[src/hw/rtl/twwa_pkg.sv]
// ----------------------------------------------------------------------------
// twwa_pkg
// Shared constants and types for the per-tank windowed weight averager.
// ----------------------------------------------------------------------------
`timescale 1ns / 1ps
`default_nettype none
package twwa_pkg;

   localparam int NUM_TANKS   = 32;
   localparam int WINDOW_MAX  = 32;
   localparam int TANK_W      = 5;
   localparam int POS_W       = 5;
   localparam int LEN_W       = 6;
   localparam int WEIGHT_W    = 16;
   localparam int ADDR_W      = TANK_W + POS_W;
   localparam int RING_DEPTH  = NUM_TANKS * WINDOW_MAX;
   localparam int SUM_W       = 21;
   localparam int DIVCNT_W    = 5;
   localparam logic [LEN_W-1:0] WINDOW_RESET = 6'd17;

   typedef struct packed {
      logic [TANK_W-1:0] tank_echo;
      logic [TANK_W-1:0] tank;
      logic [LEN_W-1:0]  count;
      logic              present;
      logic              changed;
   } twwa_job_type;

   typedef struct packed {
      logic sum_busy;
   } twwa_back_status_type;

   typedef enum logic [1:0] {
      BK_IDLE,
      BK_SUM,
      BK_DIV,
      BK_DONE
   } twwa_state_type;

endpackage
`default_nettype wire

[src/hw/rtl/twwa_req_if.sv]
// ----------------------------------------------------------------------------
// twwa_req_if
// Sample channel: valid/ready handshake carrying one weight sample word.
// ----------------------------------------------------------------------------
`timescale 1ns / 1ps
`default_nettype none
interface twwa_req_if;
   logic        valid;
   logic        ready;
   logic [4:0]  tank_index;
   logic [15:0] weight_sample;
   logic        inserted_now;
   logic        has_sensor;

   modport source (output valid, tank_index, weight_sample, inserted_now, has_sensor,
                   input ready);
   modport sink   (input valid, tank_index, weight_sample, inserted_now, has_sensor,
                   output ready);
endinterface
`default_nettype wire

[src/hw/rtl/twwa_front.sv]
// ----------------------------------------------------------------------------
// twwa_front
// Accepts samples, updates per-tank ring bookkeeping, stores the weight and
// queues a job for the averaging back end.
// ----------------------------------------------------------------------------
`timescale 1ns / 1ps
`default_nettype none
module twwa_front import twwa_pkg::*; (
   input  wire logic                 clock,
   input  wire logic                 reset,
   twwa_req_if.sink                  req_if,
   input  wire logic [LEN_W-1:0]     window_len,
   input  wire logic                 queue_empty,
   input  wire twwa_back_status_type back_status,
   output      logic                 push,
   output      twwa_job_type         job,
   output      logic                 ram_wr_en,
   output      logic [ADDR_W-1:0]    ram_wr_addr,
   output      logic [WEIGHT_W-1:0]  ram_wr_data
);
   logic [POS_W-1:0] wpos_ff [NUM_TANKS];
   logic             full_ff [NUM_TANKS];
   logic             pres_ff [NUM_TANKS];

   logic [TANK_W-1:0] tank;
   logic [LEN_W-1:0]  len;
   logic              changed;
   logic [POS_W-1:0]  pos;
   logic              last;
   logic              full_in;
   logic [POS_W-1:0]  pos_in;
   logic              pres_in;
   logic              accept;

   // Only one word is in flight between the table update and the ring sweep,
   // so the back end never reads a ring that is being rewritten.
   assign req_if.ready = queue_empty && !back_status.sum_busy;
   assign accept       = req_if.valid && req_if.ready;
   assign tank         = req_if.tank_index;

   always_comb begin
      if (window_len == '0) begin
         len = LEN_W'(1);
      end else if (window_len > LEN_W'(WINDOW_MAX)) begin
         len = LEN_W'(WINDOW_MAX);
      end else begin
         len = window_len;
      end
      changed = req_if.has_sensor && (pres_ff[tank] != req_if.inserted_now);
      pos     = changed ? '0 : wpos_ff[tank];
      if ({1'b0, pos} >= len) begin
         pos = '0;
      end
      last    = ({1'b0, pos} == (len - LEN_W'(1)));
      full_in = (changed ? 1'b0 : full_ff[tank]) | last;
      pos_in  = last ? '0 : pos + POS_W'(1);
      pres_in = req_if.has_sensor ? req_if.inserted_now : pres_ff[tank];
   end

   assign push          = accept;
   assign job.tank_echo = req_if.tank_index;
   assign job.tank      = tank;
   assign job.count     = full_in ? len : {1'b0, pos_in};
   assign job.present   = pres_in;
   assign job.changed   = changed;
   assign ram_wr_en     = accept;
   assign ram_wr_addr   = {tank, pos};
   assign ram_wr_data   = req_if.weight_sample;

   always_ff @(posedge clock) begin
      if (reset) begin
         for (int i = 0; i < NUM_TANKS; i++) begin
            wpos_ff[i] <= '0;
            full_ff[i] <= 1'b0;
            pres_ff[i] <= 1'b0;
         end
      end else if (accept) begin
         wpos_ff[tank] <= pos_in;
         full_ff[tank] <= full_in;
         pres_ff[tank] <= pres_in;
      end
   end
endmodule
`default_nettype wire

[src/flat_wrapper.sv]
// flat-port wrapper written by rule: the top's interface ports become plain ports
module twwa_front_flat import twwa_pkg::*;
  (clock, reset, window_len, queue_empty, back_status, push, job, ram_wr_en, ram_wr_addr, ram_wr_data, req_if_valid, req_if_tank_index, req_if_weight_sample, req_if_inserted_now, req_if_has_sensor, req_if_ready);
  twwa_req_if req_if_i ();
  input  wire logic clock;
  input  wire logic reset;
  input  wire logic [LEN_W-1:0] window_len;
  input  wire logic queue_empty;
  input  wire twwa_back_status_type back_status;
  output      logic push;
  output      twwa_job_type job;
  output      logic ram_wr_en;
  output      logic [ADDR_W-1:0] ram_wr_addr;
  output      logic [WEIGHT_W-1:0] ram_wr_data;
  input wire logic [$bits(req_if_i.valid)-1:0] req_if_valid;
  input wire logic [$bits(req_if_i.tank_index)-1:0] req_if_tank_index;
  input wire logic [$bits(req_if_i.weight_sample)-1:0] req_if_weight_sample;
  input wire logic [$bits(req_if_i.inserted_now)-1:0] req_if_inserted_now;
  input wire logic [$bits(req_if_i.has_sensor)-1:0] req_if_has_sensor;
  output wire logic [$bits(req_if_i.ready)-1:0] req_if_ready;
  assign req_if_i.valid = req_if_valid;
  assign req_if_i.tank_index = req_if_tank_index;
  assign req_if_i.weight_sample = req_if_weight_sample;
  assign req_if_i.inserted_now = req_if_inserted_now;
  assign req_if_i.has_sensor = req_if_has_sensor;
  assign req_if_ready = req_if_i.ready;
  twwa_front u_core (.clock(clock), .reset(reset), .req_if(req_if_i), .window_len(window_len), .queue_empty(queue_empty), .back_status(back_status), .push(push), .job(job), .ram_wr_en(ram_wr_en), .ram_wr_addr(ram_wr_addr), .ram_wr_data(ram_wr_data));
endmodule
[config.mk]
export PLATFORM = sky130hd
export DESIGN_NAME = twwa_front_flat
export DESIGN_NICKNAME = d
export VERILOG_FILES = /design/src/hw/rtl/twwa_pkg.sv /design/src/hw/rtl/twwa_req_if.sv /design/src/hw/rtl/twwa_front.sv /design/src/flat_wrapper.sv
export SDC_FILE = /design/constraint.sdc
export NUM_CORES = 1
export LEC_CHECK = 0
export ABC_AREA = 1
export ABC_CLOCK_PERIOD_IN_PS = 7700
export BUFFER_PORTS_ARGS = -buffer_cell sky130_fd_sc_hd__buf_2
export CAP_MARGIN = 20
export CORE_UTILIZATION = 45
export DETAILED_ROUTE_END_ITERATION = 10
export MAX_ROUTING_LAYER = met4
export PLACE_DENSITY = 0.64
export REMOVE_ABC_BUFFERS = 1
export SLEW_MARGIN = 20
export SYNTH_ARGS = -nofsm -noshare
export SYNTH_HDL_FRONTEND = slang
export SYNTH_SLANG_ARGS = --single-unit
[constraint.sdc]
create_clock -name clock -period 7.7 [get_ports clock]
set_input_delay 1.54 -clock clock [delete_from_list [all_inputs] [get_ports clock]]
set_output_delay 1.54 -clock clock [all_outputs]
set_load 0.01 [all_outputs]
# --- Yosys cells after proc, flatten, opt, wreduce, memory -nomap -nowiden ---
# Memory sizes are Yosys's and may differ from the RTL's.
# Cells that the tools add are included.
totals:
  register_bits: 0
  input_bits: 34
  ramBits: 224
  output_inout_bits: 47
  n_memories: 3
  elab_cells: 40
op_classes:
  n_lt_le_gt_ge: 2
  n_eq_ne: 2
  bitwise: 1
  n_reduce_logical: 8
  n_addsub: 2
  n_mux: 22
mem_list:
  columns: ["memory", "words", "width", "rd", "rd_ports_with_merged_regs", "wr", "line", "text"]
  rows:
  - ["u_core.wpos_ff", 32, 5, 1, 0, 32, "twwa_front.sv:21", "logic [POS_W-1:0] wpos_ff [NUM_TANKS];"]
  - ["u_core.full_ff", 32, 1, 1, 0, 32, "twwa_front.sv:22", "logic full_ff [NUM_TANKS];"]
  - ["u_core.pres_ff", 32, 1, 1, 0, 32, "twwa_front.sv:23", "logic pres_ff [NUM_TANKS];"]
ops:
  columns: ["operator", "n"]
  rows:
  - ["$mux W5", 7]
  - ["$mux W6", 3]
  - ["$mux W1", 12]
  - ["$eq A5 B6 Y1", 1]
  - ["$ge A5 B6 Y1", 1]
  - ["$gt A6 B6 Y1 const B", 1]
  - ["$logic_not A6 Y1", 1]
  - ["$sub A6 B1 Y6 const B", 1]
  - ["$add A5 B1 Y5 const B", 1]
  - ["$reduce_or A5 Y1", 1]
  - ["$logic_and A1 B1 Y1", 3]
  - ["$reduce_or A1 Y1", 2]
  - ["$logic_not A1 Y1", 1]
  - ["$ne A1 B1 Y1", 1]
  - ["$or A1 B1 Y1", 1]

# --- Logic depth before layout (Yosys ltp) ---
# An unclocked memory read counts as a cell.
logic_depth:
  depth_word: 9
  mapped_depth: 31

# --- Least setup slack after synthesis ---
# No wires, ideal clock.
synth_path:
  path_kind: "input to output"
  startpoint: "input req_if_tank_index[0]"
  endpoint: "output job[7] in the netlist's numbering"
  stages: 29
  path_slack_ps: 1540
  n_path_buf: 5
  arrival_time_ps: 4620
  cell_sequence: "buf_4 -> inv_4 -> buf_2 -> nand2_1 -> nand2_1 -> nand2_1 -> nand2_1 -> nand2_1 -> nand2_1 -> nor2_1 -> nand2_1 -> nand2_1 -> nand3_4 -> buf_2 -> nand2_1 -> inv_1 -> ha_1 -> a21o_1 -> a22oi_1 -> nand3_1 -> clkinv_1 -> nand3_1 -> nand2_1 -> nand3_1 -> nor2_2 -> nand2_4 -> buf_6 -> buf_6 -> a21oi_1"
synth_lines:
  columns: ["element", "line", "text"]
  rows:
  - ["start: declaration", "flat_wrapper.sv:16", "input wire logic [$bits(req_if_i.tank_index)-1:0] req_if_tank_index;"]
  - ["end: declaration", "flat_wrapper.sv:11", "output twwa_job_type job;"]

==> flow_summary.ini <==
[place]
place_hpwl_um = 19200
place_area_sq_um = 11200
dp_slack_ns = 0.531
dp_cells = 1448
place.port_buffers = 48
place_congestion = 0.881

[grt]
grt_pass1_wl_um = 45100
overflow = 0
grtUsageTotal_pct = 25.6
grt_max_degree = 35
antenna_found_initial = 0
grt_pass1_vias = 7679

[cells_and_area]
drive_gt1_share_pct = 11.4
nNetsFinal = 1197
design_area_sq_um = 12000
antenna-diode-count = 0
layoutNonFillerInstCount = 1493
syn_to_final_growth_pct = 10.7
fillers = 2193

[pwr]
power.share.clock_pct = 39.1
pwr-share-seq_pct = 46.6
vdd_drop_max_mv = 0.165
p_int_mw = 2.18
p_leak_nw = 4.89
p_sw_mw = 0.817
p_sw_share_pct = 27.3
combPwrFrac_pct = 14.3
power.density_nw_per_um2 = 249

[timing]
max_freq_mhz = 139
min_period_over_period_pct = 93.3
max-slew-margin-rel_pct = 61.4
worst_pin_slew_ns = 0.578
fin_ws_ns = 0.516
rsz0062_at_grt = false
final_hold_viol_count = 0
final.setup.tns_ns = 0
skew_ns = 0.0179
report.final.slew_viol_count = 0
setup_viol = 0
final.min_clock_period_ns = 7.18

[worst_hold_path]
worstHoldStart = u_core.pres_ff[8]
min_to = u_core.pres_ff[2]
min_path_cells = 11
hp-class = register to register

[outcome]
status = completed

[synthesis]
synthArstFlopShare_pct = 0
yosys_warnings = 0
synthCells = 1136
synth_top_area_cell = edfxtp_1
synthTopCellsByCount = 312 x nor2_1, 235 x nand2_1, 224 x edfxtp_1, 80 x inv_1, 38 x o22ai_1
synthDistinctLibCells = 31
ys_seq_area_share_pct = 61.9
syn_area_sq_um = 10900
ys_top_cells_by_area = edfxtp_1 62%, nor2_1 11%, nand2_1 8.1%
ys_ff_latch = 224
synth_ff_type = edfxtp_1
synth_most_common_cell = nor2_1
synth_edf_count = 224
avgSynthCellArea_sq_um = 9.56
synth_top_area_share_pct = 61.9

[routing]
vias = 8205
ant_nets = 0
drt-total-wl_um = 29800
first_iter_violations = 888
drc_errors = 0
wl_per_cell_um = 20.0
drt-pass1-iter-count = 5
vias_per_cell = 5.50

[critical_path]
critical-path-max-stage-delay_ns = 0.43
required_ns = 6.16
worstSetupStartpointType = input pin
regToRegStartpoint = u_core.pres_ff[22]
crit_path_max_fanout = 22
r2r_cells = 26
ff2ff_setup_slack_ns = 3.27
crit_path_end_kind = output pin
slowest_stage = inv_2
worstPathCellList = buf_2, nor2_2, inv_2, o22ai_1, o21ai_0, nand4_1, nor2_1, nand2_1, inv_1, ha_1, inv_1, nor2_1, o211ai_1, nand3_1, clkinv_1, nand3_1, inv_1, ha_1, xor2_1, inv_1, nand3_1, nand2_1, buf_2
cp_common_cell = inv_1
r2r-end = u_core.wpos_ff[21][3]
path_class = input pin to output pin
worst_ep_arrival_time_ns = 5.64

[clocking]
clock_sinks = 224
ctsRootBufferMaster = clkbuf_16
cts_setup_buffers = 0
cts_buffer_depth = 3
post_cts_resized = 0
clk_transition_reported_paths_ns = 0.06
cts_buffers = 25
clk_latency_ns = 0.53
ctsHoldBuffers = 0
cts_tree = yes
cts-htree-levels = 1

[floorplan]
fp.dieW_um = 157
row_count = 56
io-pin-count = 81
dieArea_sq_um = 24800
fp.dieH_um = 157
core_area_sq_um = 23500
initial_core_util_pct = 46.2

[job]
maxCapViolCount = 0
cell type report:
| cell class | count | area (sq um) | share of cell area, % |
|---|---|---|---|
| Clock buffer | 30 | 644 | 5.36 |
| Sequential cell | 224 | 6730 | 55.9 |
| Inverter | 92 | 348 | 2.89 |
| Timing Repair Buffer | 77 | 470 | 3.91 |
| Multi-Input combinational cell | 736 | 3290 | 27.3 |
| Tap cell | 319 | 399 | 3.32 |
| Clock inverter | 15 | 154 | 1.28 |
cells by family after synthesis:
logic type / count (synthesis) / share of synthesized area (%)
AOI/OAI and AO/OA: 131 / 7.60
xor gates and xnor gates: 4 / 0.322
adders and majority gates: 7 / 0.806
buffers and inverters: 176 / 7.85
DFF: 224 / 61.9
and+or+nand+nor: 594 / 21.5
sequential cells by signal, summed over array words and instances, names as in the netlist:
signal / count
u_core.pres_ff: 32
u_core.wpos_ff: 160
u_core.full_ff: 32
worst max-delay path by stage:
stage,startpoint,end,slack (ns)
after global routing,req_if_tank_index[1],job[5],0.07
after floorplan,req_if_tank_index[0],job[2],1.41
after detailed placement,req_if_tank_index[1],job[4],0.53
after CTS,req_if_tank_index[1],job[4],0.54
after global placement,req_if_tank_index[1],job[4],0.57
final,req_if_tank_index[1],job[4],0.52
through the flow:
step           utilization [%]  hold WS, ns  power, mW
2_1_floorplan                -         1.34       1.65
3_3_place_gp              47.7         1.34       1.84
3_5_place_dp              47.7         1.36       1.85
4_1_cts                   51.1         1.38       3.00
5_1_grt                   51.1         1.52       3.09
6_report                  51.1         1.38       3.00
power by group through the flow:
stage / Combinational, mW / Clock (mW) / Sequential, mW
floorplan: 0.234 / 0 / 1.41
global placement: 0.423 / 0 / 1.42
detailed placement: 0.425 / 0 / 1.42
CTS: 0.426 / 1.18 / 1.39
global route: 0.465 / 1.23 / 1.40
finish: 0.429 / 1.17 / 1.40
worst max-delay path, delay by kind of cell:
kind | cells | cell delay, ns
fa+ha+maj | 2 | 0.36
simple gates | 9 | 1.50
buf+inv | 8 | 1.40
xor+xnor | 1 | 0.17
compound gates | 3 | 0.64
placed cells by master, fill, tap and decap left out, types with 3 or more instances in the layout:
| cell type | instances |
|---|---|
| nand2_1 | 235 |
| o22ai_1 | 38 |
| inv_1 | 80 |
| nand3_1 | 17 |
| nor2_2 | 4 |
| clkinv_2 | 7 |
| clkbuf_1 | 5 |
| o21ai_0 | 18 |
| edfxtp_1 | 224 |
| nand4_1 | 13 |
| inv_2 | 10 |
| o22a_1 | 20 |
| ha_1 | 7 |
| buf_2 | 48 |
| nor2_1 | 312 |
| a21oi_1 | 34 |
| a22oi_1 | 17 |
| buf_4 | 28 |
| nor3_1 | 8 |
| clkinv_1 | 4 |
| clkbuf_16 | 25 |
| xor2_1 | 3 |
| bufinv_16 | 3 |
metal layers:
layer / GRT usage (%) / vias up / routed length (um)
li1: - / 3811 / -
met1: 34.7 / 3939 / 12700
met2: 39.5 / 397 / 13700
met3: 4.41 / 58 / 2540
met4: 7.81 / 0 / 833
met5: - / - / 0
Power figures use the tool's default switching activity.
