**config.mk**
```make
export PLATFORM = sky130hd
export DESIGN_NAME = twwa_back_flat
export DESIGN_NICKNAME = d
export VERILOG_FILES = /design/src/hw/rtl/twwa_pkg.sv /design/src/hw/rtl/twwa_rsp_if.sv /design/src/hw/rtl/twwa_back.sv /design/src/flat_wrapper.sv
export SDC_FILE = /design/constraint.sdc
export NUM_CORES = 1
export LEC_CHECK = 0
export BUFFER_PORTS_ARGS = -buffer_cell sky130_fd_sc_hd__buf_4
export CORE_MARGIN = 2
export CORE_UTILIZATION = 60
export CTS_CLUSTER_SIZE = 8
export DETAILED_ROUTE_END_ITERATION = 7
export PLACE_DENSITY = 0.95
export SYNTH_ARGS = -nofsm -noshare
export SYNTH_HDL_FRONTEND = slang
export SYNTH_SLANG_ARGS = --single-unit
```
**constraint.sdc**
```tcl
create_clock -name clock -period 5.3 [get_ports clock]
set_input_delay 1.06 -clock clock [delete_from_list [all_inputs] [get_ports clock]]
set_output_delay 1.06 -clock clock [all_outputs]
set_load 0.02 [all_outputs]
```
**src/hw/rtl/twwa_pkg.sv**
```systemverilog
// ----------------------------------------------------------------------------
// twwa_pkg
// Shared constants and types for the per-tank windowed weight averager.
// ----------------------------------------------------------------------------
`timescale 1ns / 1ps
`default_nettype none
package twwa_pkg;

   localparam int NUM_TANKS   = 32;
   localparam int WINDOW_MAX  = 32;
   localparam int TANK_W      = 5;
   localparam int POS_W       = 5;
   localparam int LEN_W       = 6;
   localparam int WEIGHT_W    = 16;
   localparam int ADDR_W      = TANK_W + POS_W;
   localparam int RING_DEPTH  = NUM_TANKS * WINDOW_MAX;
   localparam int SUM_W       = 21;
   localparam int DIVCNT_W    = 5;
   localparam logic [LEN_W-1:0] WINDOW_RESET = 6'd17;

   typedef struct packed {
      logic [TANK_W-1:0] tank_echo;
      logic [TANK_W-1:0] tank;
      logic [LEN_W-1:0]  count;
      logic              present;
      logic              changed;
   } twwa_job_type;

   typedef struct packed {
      logic sum_busy;
   } twwa_back_status_type;

   typedef enum logic [1:0] {
      BK_IDLE,
      BK_SUM,
      BK_DIV,
      BK_DONE
   } twwa_state_type;

endpackage
`default_nettype wire

```
**src/hw/rtl/twwa_rsp_if.sv**
```systemverilog
// ----------------------------------------------------------------------------
// twwa_rsp_if
// Result channel: valid/ready handshake carrying one average word.
// ----------------------------------------------------------------------------
`timescale 1ns / 1ps
`default_nettype none
interface twwa_rsp_if;
   logic        valid;
   logic        ready;
   logic [4:0]  tank_echo;
   logic [15:0] average_weight;
   logic [5:0]  readings_used;
   logic        tank_present;
   logic        presence_changed;

   modport source (output valid, tank_echo, average_weight, readings_used, tank_present,
                   presence_changed, input ready);
   modport sink   (input valid, tank_echo, average_weight, readings_used, tank_present,
                   presence_changed, output ready);
endinterface
`default_nettype wire

```
**src/hw/rtl/twwa_back.sv**
```systemverilog
// ----------------------------------------------------------------------------
// twwa_back
// Sums the valid ring entries of a tank, divides by the entry count with a
// bit-serial divider and presents the result through an output register.
// ----------------------------------------------------------------------------
`timescale 1ns / 1ps
`default_nettype none
module twwa_back import twwa_pkg::*; (
   input  wire logic                 clock,
   input  wire logic                 reset,
   input  wire twwa_job_type         head_job,
   input  wire logic                 queue_empty,
   output      logic                 pop,
   output      twwa_back_status_type back_status,
   output      logic [ADDR_W-1:0]    ram_rd_addr,
   input  wire logic [WEIGHT_W-1:0]  ram_rd_data,
   twwa_rsp_if.source                rsp_if
);
   twwa_state_type      state_ff, state_in;
   twwa_job_type        job_ff, job_in;
   logic [LEN_W-1:0]    idx_ff, idx_in;
   logic                rd_vld_ff, rd_vld_in;
   logic [SUM_W-1:0]    quot_ff, quot_in;
   logic [LEN_W-1:0]    rem_ff, rem_in;
   logic [DIVCNT_W-1:0] step_ff, step_in;
   logic                out_vld_ff, out_vld_in;
   twwa_job_type        out_job_ff;
   logic [WEIGHT_W-1:0] out_avg_ff;
   logic                load_out;
   logic [LEN_W:0]      trial;

   assign ram_rd_addr          = {job_ff.tank, idx_ff[POS_W-1:0]};
   assign back_status.sum_busy = (state_ff == BK_SUM) || (state_ff == BK_IDLE && !queue_empty);
   assign trial                = {rem_ff, quot_ff[SUM_W-1]};

   always_comb begin
      state_in  = state_ff;
      job_in    = job_ff;
      idx_in    = idx_ff;
      rd_vld_in = 1'b0;
      quot_in   = quot_ff;
      rem_in    = rem_ff;
      step_in   = step_ff;
      pop       = 1'b0;
      load_out  = 1'b0;
      unique case (state_ff)
         BK_IDLE: begin
            if (!queue_empty) begin
               pop      = 1'b1;
               job_in   = head_job;
               idx_in   = '0;
               quot_in  = '0;
               state_in = BK_SUM;
            end
         end
         BK_SUM: begin
            // Read data arrives in the cycle after its address; the sum is complete
            // once the last read has landed.
            if (rd_vld_ff) begin
               quot_in = quot_ff + SUM_W'(ram_rd_data);
            end
            if (idx_ff < job_ff.count) begin
               idx_in    = idx_ff + LEN_W'(1);
               rd_vld_in = 1'b1;
            end else if (!rd_vld_ff) begin
               rem_in   = '0;
               step_in  = '0;
               state_in = BK_DIV;
            end
         end
         BK_DIV: begin
            if (trial >= {1'b0, job_ff.count}) begin
               rem_in = LEN_W'(trial - {1'b0, job_ff.count});
               quot_in = {quot_ff[SUM_W-2:0], 1'b1};
            end else begin
               rem_in = trial[LEN_W-1:0];
               quot_in = {quot_ff[SUM_W-2:0], 1'b0};
            end
            step_in = step_ff + DIVCNT_W'(1);
            if (step_ff == DIVCNT_W'(SUM_W - 1)) begin
               state_in = BK_DONE;
            end
         end
         BK_DONE: begin
            if (!out_vld_ff || rsp_if.ready) begin
               load_out = 1'b1;
               state_in = BK_IDLE;
            end
         end
         default: state_in = BK_IDLE;
      endcase
      if (load_out) begin
         out_vld_in = 1'b1;
      end else if (rsp_if.ready) begin
         out_vld_in = 1'b0;
      end else begin
         out_vld_in = out_vld_ff;
      end
   end

   always_ff @(posedge clock) begin
      if (reset) begin
         state_ff   <= BK_IDLE;
         rd_vld_ff  <= 1'b0;
         out_vld_ff <= 1'b0;
      end else begin
         state_ff   <= state_in;
         rd_vld_ff  <= rd_vld_in;
         out_vld_ff <= out_vld_in;
      end
   end

   always_ff @(posedge clock) begin
      job_ff  <= job_in;
      idx_ff  <= idx_in;
      quot_ff <= quot_in;
      rem_ff  <= rem_in;
      step_ff <= step_in;
      if (load_out) begin
         out_job_ff <= job_ff;
         out_avg_ff <= quot_ff[WEIGHT_W-1:0];
      end
   end

   assign rsp_if.valid            = out_vld_ff;
   assign rsp_if.tank_echo        = out_job_ff.tank_echo;
   assign rsp_if.average_weight   = out_avg_ff;
   assign rsp_if.readings_used    = out_job_ff.count;
   assign rsp_if.tank_present     = out_job_ff.present;
   assign rsp_if.presence_changed = out_job_ff.changed;
endmodule
`default_nettype wire

```
**src/flat_wrapper.sv**
```systemverilog
// flat-port wrapper written by rule: the top's interface ports become plain ports
module twwa_back_flat import twwa_pkg::*;
  (clock, reset, head_job, queue_empty, pop, back_status, ram_rd_addr, ram_rd_data, rsp_if_valid, rsp_if_tank_echo, rsp_if_average_weight, rsp_if_readings_used, rsp_if_tank_present, rsp_if_presence_changed, rsp_if_ready);
  twwa_rsp_if rsp_if_i ();
  input  wire logic clock;
  input  wire logic reset;
  input  wire twwa_job_type head_job;
  input  wire logic queue_empty;
  output      logic pop;
  output      twwa_back_status_type back_status;
  output      logic [ADDR_W-1:0] ram_rd_addr;
  input  wire logic [WEIGHT_W-1:0] ram_rd_data;
  output wire logic [$bits(rsp_if_i.valid)-1:0] rsp_if_valid;
  output wire logic [$bits(rsp_if_i.tank_echo)-1:0] rsp_if_tank_echo;
  output wire logic [$bits(rsp_if_i.average_weight)-1:0] rsp_if_average_weight;
  output wire logic [$bits(rsp_if_i.readings_used)-1:0] rsp_if_readings_used;
  output wire logic [$bits(rsp_if_i.tank_present)-1:0] rsp_if_tank_present;
  output wire logic [$bits(rsp_if_i.presence_changed)-1:0] rsp_if_presence_changed;
  input wire logic [$bits(rsp_if_i.ready)-1:0] rsp_if_ready;
  assign rsp_if_valid = rsp_if_i.valid;
  assign rsp_if_tank_echo = rsp_if_i.tank_echo;
  assign rsp_if_average_weight = rsp_if_i.average_weight;
  assign rsp_if_readings_used = rsp_if_i.readings_used;
  assign rsp_if_tank_present = rsp_if_i.tank_present;
  assign rsp_if_presence_changed = rsp_if_i.presence_changed;
  assign rsp_if_i.ready = rsp_if_ready;
  twwa_back u_core (.clock(clock), .reset(reset), .head_job(head_job), .queue_empty(queue_empty), .pop(pop), .back_status(back_status), .ram_rd_addr(ram_rd_addr), .ram_rd_data(ram_rd_data), .rsp_if(rsp_if_i));
endmodule
```
### Word-level counts from Yosys, hierarchy flattened

Cells that the tools add are included.

| cells by class | value |
|---|---|
| bitwise gates (word level) | 2 |
| equality and inequality tests | 11 |
| $add $sub $neg | 4 |
| multiplexer cells | 27 |
| reduce and logical (&&, ||, !) cells | 16 |
| $lt $le $gt $ge | 2 |

Operator list:

| kind | number |
|---|---|
| 21-bit one-hot mux with 3 select lines | 1 |
| 21-bit two-way mux | 2 |
| 6-bit two-way mux | 5 |
| 6-bit one-hot mux with 2 select lines | 2 |
| 21-bit by 16-bit adder with 21-bit output | 1 |
| 2-bit two-way mux | 5 |
| 5-bit two-way mux | 2 |
| 5-bit one-hot mux with 2 select lines | 1 |
| 3-bit AND reduction | 3 |
| 1-bit two-way mux | 8 |
| 2-bit inequality test (second input constant) | 4 |
| 2-bit one-hot mux with 4 select lines | 1 |
| 7-bit by 6-bit >= comparator with 1-bit output | 1 |
| 6-bit by 1-bit adder with 6-bit output (second input constant) | 1 |
| 6-bit < comparator | 1 |
| 2-bit by 1-bit inequality test with 1-bit output (second input constant) | 3 |
| 2-bit nonzero test | 3 |
| 6-bit subtractor | 1 |
| 5-bit by 1-bit adder with 5-bit output (second input constant) | 1 |
| 5-bit equality test (second input constant) | 1 |
| 5-bit AND reduction | 1 |
| 2-bit equality test (second input constant) | 2 |
| 3-bit nonzero test | 1 |
| 2-bit by 1-bit equality test with 1-bit output (second input constant) | 1 |
| 7 further kinds | 10 |

| storage, ports and cells | value |
|---|---|
| input port bits | 38 |
| output and inout port bits | 42 |
| word-level logic and storage cells | 79 |
| register bits after elaboration | 89 |

### Logic depth before layout (Yosys ltp)

Gate-level depths: netlist of run 1.

| depth | value |
|---|---|
| word-level depth | 5 |
| gate-level depth with buffers | 10 |
| depth with buffers taken out | 10 |

### Worst setup path after synthesis of run 1

OpenSTA, ideal clock, no wires.

| timing path | value |
|---|---|
| kind | input port to output port |
| from | input queue_empty |
| to | output back_status |
| arrival time | 2,521 ps |
| data required time | 4,240 ps |
| buffers on the path | 0 |
| stages on the path | 2 |
| slack | 1,719 ps |
| path through | nor2b_1 or2_2 |

| on the way | value |
|---|---|
| longest elaborated chain between the ends | 3 |

Ends and longest elaborated chain:

| item | line | source |
|---|---|---|
| start: declaration | flat_wrapper.sv:8 | `input wire logic queue_empty;` |
| 1-bit zero test | twwa_back.sv:33 | `assign back_status.sum_busy = (state_ff == BK_SUM) \|\| (state_ff == BK_IDLE && !queue_empty);` |
| 1-bit logical AND | twwa_back.sv:33 |  |
| 1-bit logical OR | twwa_back.sv:33 |  |
| end: declaration | flat_wrapper.sv:10 | `output twwa_back_status_type back_status;` |

No other way between the ends.

### Final worst setup path of run 1

| timing path | value |
|---|---|
| from | register u_core.state_ff[0] |
| to | output back_status |

| on the way | value |
|---|---|
| longest elaborated chain between the ends | 3 |
| elaborated cells between the ends (all ways) | 4 |
| classes of those cells | eq/ne: 1; reduce/logical: 3 |

Ends and longest elaborated chain:

| item | line | source |
|---|---|---|
| start: declaration | twwa_back.sv:19 | `twwa_state_type state_ff, state_in;` |
| start signal: assignment | twwa_back.sv:107 | `state_ff <= state_in;` |
| 2-bit zero test | twwa_back.sv:33 |  |
| 1-bit logical AND | twwa_back.sv:33 |  |
| 1-bit logical OR (*) | twwa_back.sv:33 |  |

Every way passes the cells marked *; elsewhere a longest branch is shown, timed or not.

==> metrics.yaml, run 1 <==
fin_crit_sh_pct: 57.17
viasPerCell: 5.820
h-tree-depth: 3
max_cap_violations: 0
max_freq_mhz: 330.0
rsz0062_at_grt: "no"
ys_seq_elements: 89
worstPathMaxFanout: 20
drive_gt1_share_pct: 23.66
grt_usage_pct: 22.59
drt_wl_total_um: 9408
grt_antenna_before_repair: 0
leakagePower_nw: 2.233
clockBufferDepth: 2
worstSetupEndpointType: "output port"
clock_latency_ns: 0.36
hold_violations: 0
vias: 3300
cts_tree: "done"
grt_overflow: 0
cts.clk_slew.worst_paths_ns: 0.10
hp-class: "reg -> reg"
synth-edff-count: 85
grt_max_degree: 30
grt_pass1_wl_um: 15080
fin_crit_ns: 3.030
firstDrtPassIters: 5
ant_nets: 0
yosysSeqAreaShare_pct: 55.72
yosysWarnings: 0
yosys_most_used_dff: "edfxtp_1"
dieArea_um2: 8600
skew_ns: 0.01084
wl_per_cell_um: 16.59
area_growth_pct: 17.45
finalSetupViolCount: 0
io_buffers: 79
die_w_um: 92.74
routabilityCongestion: 0.9000
cts-root-buf: "clkbuf_8"
synth_cell_types: 51
async_reset_ff_share_pct: 0
synth_cells: 390
dp_hpwl_um: 6678
required_ns: 4.24
rows: 32
antenna-diode-count: 0
core_area_um2: 7687
cp_data_arrival_time_ns: 1.97
powerDensity_nw_per_um2: 596.7
cts_setup_buffers: 0
cts-hold-fix-buffers: 0
slew_viol_final: 0
regArea_um2: 2633
dpl_cell_area_um2: 5353
startpoint_type: "flop"
initial_core_util_pct: 61.46
stdcell_area_um2: 5549
tightest_slew_ns: 0.8067
yosys-top-cells-area: "edfxtp_1 54%, ha_1 9.0%, a21oi_1 2.9%"
drc: 0
path_class: "reg -> out"
first_iter_violations: 271
nets: 534
yosys.area.top_type: "edfxtp_1"
cts_sinks: 89
synth_area_per_cell_um2: 12.11
grt_pass1_vias: 3121
status: "completed"
cts_resized: 0
fp.dieH_um: 92.74
pin_count: 80
syn_nets: 464
slew_headroom_pct: 46.19
multi_input_area_um2: 1913
power_mw: 3.311
tns_ns: 0
fill_cells: 510
netlist.area_leader.share_pct: 54.03
vdd_ir_drop_max_mv: 0.4823
cts_buffers: 9
mappedNetlistArea_um2: 4725
## where the power goes
part | internal [mW] | leakage (nW) | switching (mW) | total (mW)
logic | 0.636 | 1.29 | 0.914 | 1.55
clock network | 0.184 | 0.0966 | 0.271 | 0.455
registers | 1.13 | 0.843 | 0.178 | 1.31
total | 1.95 | 2.23 | 1.36 | 3.31
## flip-flops by register name, summed over array words and instances, names as in the netlist
signal / cells
u_core.state_ff: 2
u_core.idx_ff: 6
u_core.rd_vld_ff: 1
u_core.ram_rd_addr: 5
u_core.quot_ff: 21
u_core.rsp_if.tank_echo: 5
u_core.rsp_if.readings_used: 6
u_core.rsp_if.valid: 1
u_core.rem_ff: 6
u_core.rsp_if.presence_changed: 1
u_core.job_ff: 13
u_core.rsp_if.tank_present: 1
u_core.rsp_if.average_weight: 16
u_core.step_ff: 5
## cell usage in the layout, fill, tap and decap left out, types with 3 or more instances in the layout
master	synthesis	routed
ha_1	34	34
nand2_1	29	29
buf_4	10	82
nand4b_1	3	3
nor2_1	12	12
nand4_1	3	3
inv_1	17	17
a21o_1	8	8
xnor2_1	14	14
edfxtp_1	85	85
a21oi_1	27	27
and2_1	11	11
xor2_1	9	9
nor2b_1	15	13
o21ai_0	21	21
nand2b_1	5	5
and3_1	5	5
clkbuf_8	0	9
mux2i_1	6	6
nand3_1	13	13
dfxtp_1	4	4
a22oi_1	7	7
## cell families (layout without fill, tap and decap cells)
family / count (synthesis) / in the layout / synth area share, %
compound gates: 88 / 88 / 12.61
mux: 6 / 6 / 1.271
simple gates: 108 / 108 / 12.31
fa+ha+maj: 36 / 36 / 9.852
xor+xnor: 23 / 23 / 4.264
flops: 89 / 89 / 55.72
buf+inv: 40 / 115 / 3.972
## area by class of cell
type,instances,area share [%]
flip-flops and latches,89,47.44
clock buffers,9,2.232
well taps,102,2.300
clock inverters,7,1.308
inverters,17,1.150
multi-input cells,261,34.48
repair buffers,82,11.09
## worst max-delay path: stages, from the launching register on
cell and delay [ns]:
dfxtp_1 0.38, inv_1 0.09, ha_1 0.29, nor2b_2 0.18, buf_4 0.21, or2_2 0.29, buf_4 0.16
## cell usage after synthesis, types with 2 or more instances
master and instances:
edfxtp_1 85, a31oi_1 2, or3_1 2, nand2b_1 5
a21o_1 8, a221o_1 2, xnor2_1 14, xor2_1 9
nor3b_1 2, nand3_1 13, dfxtp_1 4, and3_1 5
nor3_1 2, buf_1 2, o21ai_0 21, inv_1 17
a21boi_0 3, nand4_1 3, and2_1 11, fa_1 2
ha_1 34, nor2_1 12, a22oi_1 7, o2111ai_1 2
clkbuf_1 11, mux2i_1 6, nor2b_1 15, a21oi_1 27
o21a_1 2, o211ai_1 2, buf_4 10, nand4b_1 3
nand2_1 29
## routing by layer
metal,share of wire [%],routed length (um),vias to the layer above,GRT usage (%)
li1,-,-,1572,-
met2,52,4891,127,37.35
met3,6.0,564,15,4.150
met5,0,0,-,0
met1,40,3800,1586,29.78
met4,1.6,151,0,8.946
## worst paths after layout
path                       from                          to  slack [ns]  depth (start not counted)
max          u_core.state_ff[0]                 back_status        2.27                          6
min           u_core.job_ff[13]  u_core.rsp_if.tank_echo[0]        0.43                          0
max reg2reg   u_core.quot_ff[0]          u_core.quot_ff[20]        2.66                         10
min reg2reg   u_core.job_ff[13]  u_core.rsp_if.tank_echo[0]        0.43                          0
## per-stage QoR
step / hold slack, ns / util [%] / setup WS, ns / std cells
4_1_cts: 0.4312 / 72.18 / 2.250 / 567
2_1_floorplan: 0.4003 / - / 1.719 / 390
3_3_place_gp: 0.4025 / 69.63 / 2.017 / 551
3_5_place_dp: 0.4062 / 69.63 / 1.932 / 551
6_report: 0.4284 / 72.18 / 2.270 / 567
5_1_grt: 0.4411 / 72.18 / 2.180 / 567
Power figures use the tool's default switching activity.
==> run 2, diff against run 1 <==
--- a/config.mk
+++ b/config.mk
@@ -7,10 +7,10 @@
 export LEC_CHECK = 0
 export BUFFER_PORTS_ARGS = -buffer_cell sky130_fd_sc_hd__buf_4
 export CORE_MARGIN = 2
-export CORE_UTILIZATION = 60
+export CORE_UTILIZATION = 51
 export CTS_CLUSTER_SIZE = 8
 export DETAILED_ROUTE_END_ITERATION = 7
-export PLACE_DENSITY = 0.95
+export PLACE_DENSITY = 0.87
 export SYNTH_ARGS = -nofsm -noshare
 export SYNTH_HDL_FRONTEND = slang
 export SYNTH_SLANG_ARGS = --single-unit
==> constraint.sdc (replaced) <==
create_clock -name clock -period 2.7 [get_ports clock]
set_input_delay 0.54 -clock clock [delete_from_list [all_inputs] [get_ports clock]]
set_output_delay 0.54 -clock clock [all_outputs]
set_load 0.02 [all_outputs]
==> run 2 against run 1 <==
Net effect:
- final cell count increased by 3.9%
- sequential cell count unchanged
- die area increased by 17%
- wire length increased by 1.4%
- global-route usage decreased by 3.5 points
- hold slack got worse by 0.091 ns
- setup slack got worse by 2.1 ns
- combinational power increased by 100%
- non-clock buffer count increased by 13
- clock power increased by 110%
- core utilization decreased by 10 points
==> metrics.yaml, run 2 (same netlist as run 1, synthesis figures left out) <==
status: "completed"
skew_ns: 0.01404  # +0.003204 ns
startpoint: "u_core.quot_ff[0]"
routabilityCongestion: 0.8679  # -3.6%
vdd_ir_drop_max_mv: 0.4273  # -11%
slew_headroom_pct: 42.28  # -3.9 points
wl_per_cell_um: 16.19  # -2.4%
initial_core_util_pct: 51.87  # -9.6 points
rows: 35  # +9.4%
dpl_cell_area_um2: 5461  # +2.0%
slew_viol_final: 0  # unchanged
cts.clk_slew.worst_paths_ns: 0.10  # about the same
cp_data_arrival_time_ns: 2.62  # +0.65 ns
powerDensity_nw_per_um2: 1175  # +97%
drive_gt1_share_pct: 25.52  # +1.9 points
first_iter_violations: 229  # -15%
dieArea_um2: 10050  # +17%
cts_buffers: 9  # unchanged
crit-reg2reg-launch: "u_core.quot_ff[0]"
leakagePower_nw: 2.297  # +2.9%
hold_path_end: "u_core.job_ff[17]"
worstSetupEndpointType: "flop"
cpMaxStageDelayCell: "edfxtp_1"
worstHoldStart: "head_job[17]"
grt_max_degree: 30  # unchanged
required_ns: 2.83  # -1.41 ns
clockBufferDepth: 2  # unchanged
ant_nets: 0  # unchanged
path_class: "reg -> reg"
layout_commonest_cell: "buf_4"
hold_violations: 0  # unchanged
grt_antenna_before_repair: 0  # unchanged
holdWs_ns: 0.3373  # -0.09103 ns
finalSetupViolCount: 0  # unchanged
vias: 3287  # -0.39%
place_inst: 573  # +4.0%
fill_cells: 699  # +37%
rsz0062_at_grt: "no"
drc: 0  # unchanged
grt_pass1_vias: 3124  # +0.096%
slowest_delay_ns: 0.44  # +0.06 ns
grt_usage_pct: 19.09  # -3.5 points
rrSetupSlack_ns: 0.21  # -2.45 ns
cts-hold-fix-buffers: 0  # unchanged
largest_register_ffs: 21  # unchanged
startpoint_type: "flop"
crit_buf_inv: 1  # -2
dp_hpwl_um: 6958  # +4.2%
io_buffers: 79  # unchanged
worstPathMaxFanout: 4  # -80%
fin_crit_ns: 2.490
nets: 547  # +2.4%
clock_latency_ns: 0.37  # about the same
viasPerCell: 5.581  # -4.1%
stdcell_area_um2: 5663  # +2.1%
final_cell_mix: "95 x buf_4, 85 x edfxtp_1, 34 x ha_1"
max_cap_violations: 0  # unchanged
pin_count: 80  # unchanged
top_register: "u_core.quot_ff"
fp.dieH_um: 100.3  # +8.1%
tightest_slew_ns: 0.8653  # +0.05857 ns
cts-root-buf: "clkbuf_8"
cts_resized: 0  # unchanged
area_growth_pct: 19.86
core_area_um2: 9109  # +18%
antenna-diode-count: 0  # unchanged
cts_sinks: 89  # unchanged
die_w_um: 100.3  # +8.1%
hp-class: "in -> reg"
grt_pass1_wl_um: 14860  # -1.5%
h-tree-depth: 3  # unchanged
cts_setup_buffers: 0  # unchanged
grt_overflow: 0  # unchanged
cts_tree: "done"
path_cells: "ha_1 > inv_1 > fa_1 > nor2b_4 > o2111ai_2 > nand3_2 > a31o_4 > a41o_4 > a41o_1 > a32o_1"
firstDrtPassIters: 5  # unchanged
max_freq_mhz: 401.7
fin_cells: 589  # +3.9%
power_mw: 6.655  # +100%
drt_wl_total_um: 9537  # +1.4%
holdPathStages: 1  # +1
fin_crit_sh_pct: 92.21
r2r_cells: 10  # unchanged
critical_path.top_delay_family: "compound AO/OA/AOI/OAI gates"
rr_endpoint: "u_core.quot_ff[20]"
run 2: final cells by class:
type	count	area [um2]	share of cell area [%]
flip-flops and latches	89	2633	46.49
multi-input cells	261	1913	33.78
repair buffers	95	713.2	12.59
well taps	111	138.9	2.452
clock buffers	9	123.9	2.187
clock inverters	7	77.57	1.370
inverters	17	63.81	1.127
run 2: metrics by stage:
stage / utilization, % / setup TNS, ns / setup WS, ns
3_5_place_dp: 59.96 / -0.005947 / -0.005947
3_3_place_gp: 59.96 / 0 / 0.01634
6_report: 62.17 / 0 / 0.2103
5_1_grt: 62.17 / 0 / 0.07752
2_1_floorplan: - / 0 / 0.01800
4_1_cts: 62.17 / 0 / 0.2066
run 2: where the power goes:
group | switching (mW) | internal, mW | total, mW
Combinational | 1.80 | 1.35 | 3.15
Sequential | 0.356 | 2.22 | 2.57
Clock | 0.501 | 0.436 | 0.937
Total | 2.65 | 4.00 | 6.66
run 2: worst max path at each step:
| stage | endpoint | slack [ns] | cells after the start |
|---|---|---|---|
| after floorplan | back_status | 0.02 | 4 |
| after global placement | u_core.quot_ff[20] | 0.02 | 11 |
| after detailed placement | u_core.quot_ff[20] | -0.006 | 11 |
| after CTS | u_core.quot_ff[20] | 0.21 | 10 |
| after global routing | u_core.quot_ff[20] | 0.08 | 10 |
| final | u_core.quot_ff[20] | 0.21 | 10 |
run 2: worst register-to-register path: cells and delay by family, from the launching register on:
kind,cells,cell delay [ns]
adder cells (fa/ha/maj),2,0.44
AO/OA/AOI/OAI,5,1.15
flip-flops,1,0.44
buffers and inverters,1,0.07
AND/OR/NAND/NOR,2,0.16
run 2: routing by layer:
metal | global-route usage [%] | wire length (um) | up-vias
met4 | 8.325 | 248 | 0
met2 | 33.25 | 4783 | 93
li1 | - | - | 1597
met5 | 0 | 0 | -
met1 | 23.41 | 4112 | 1581
met3 | 3.134 | 393 | 16
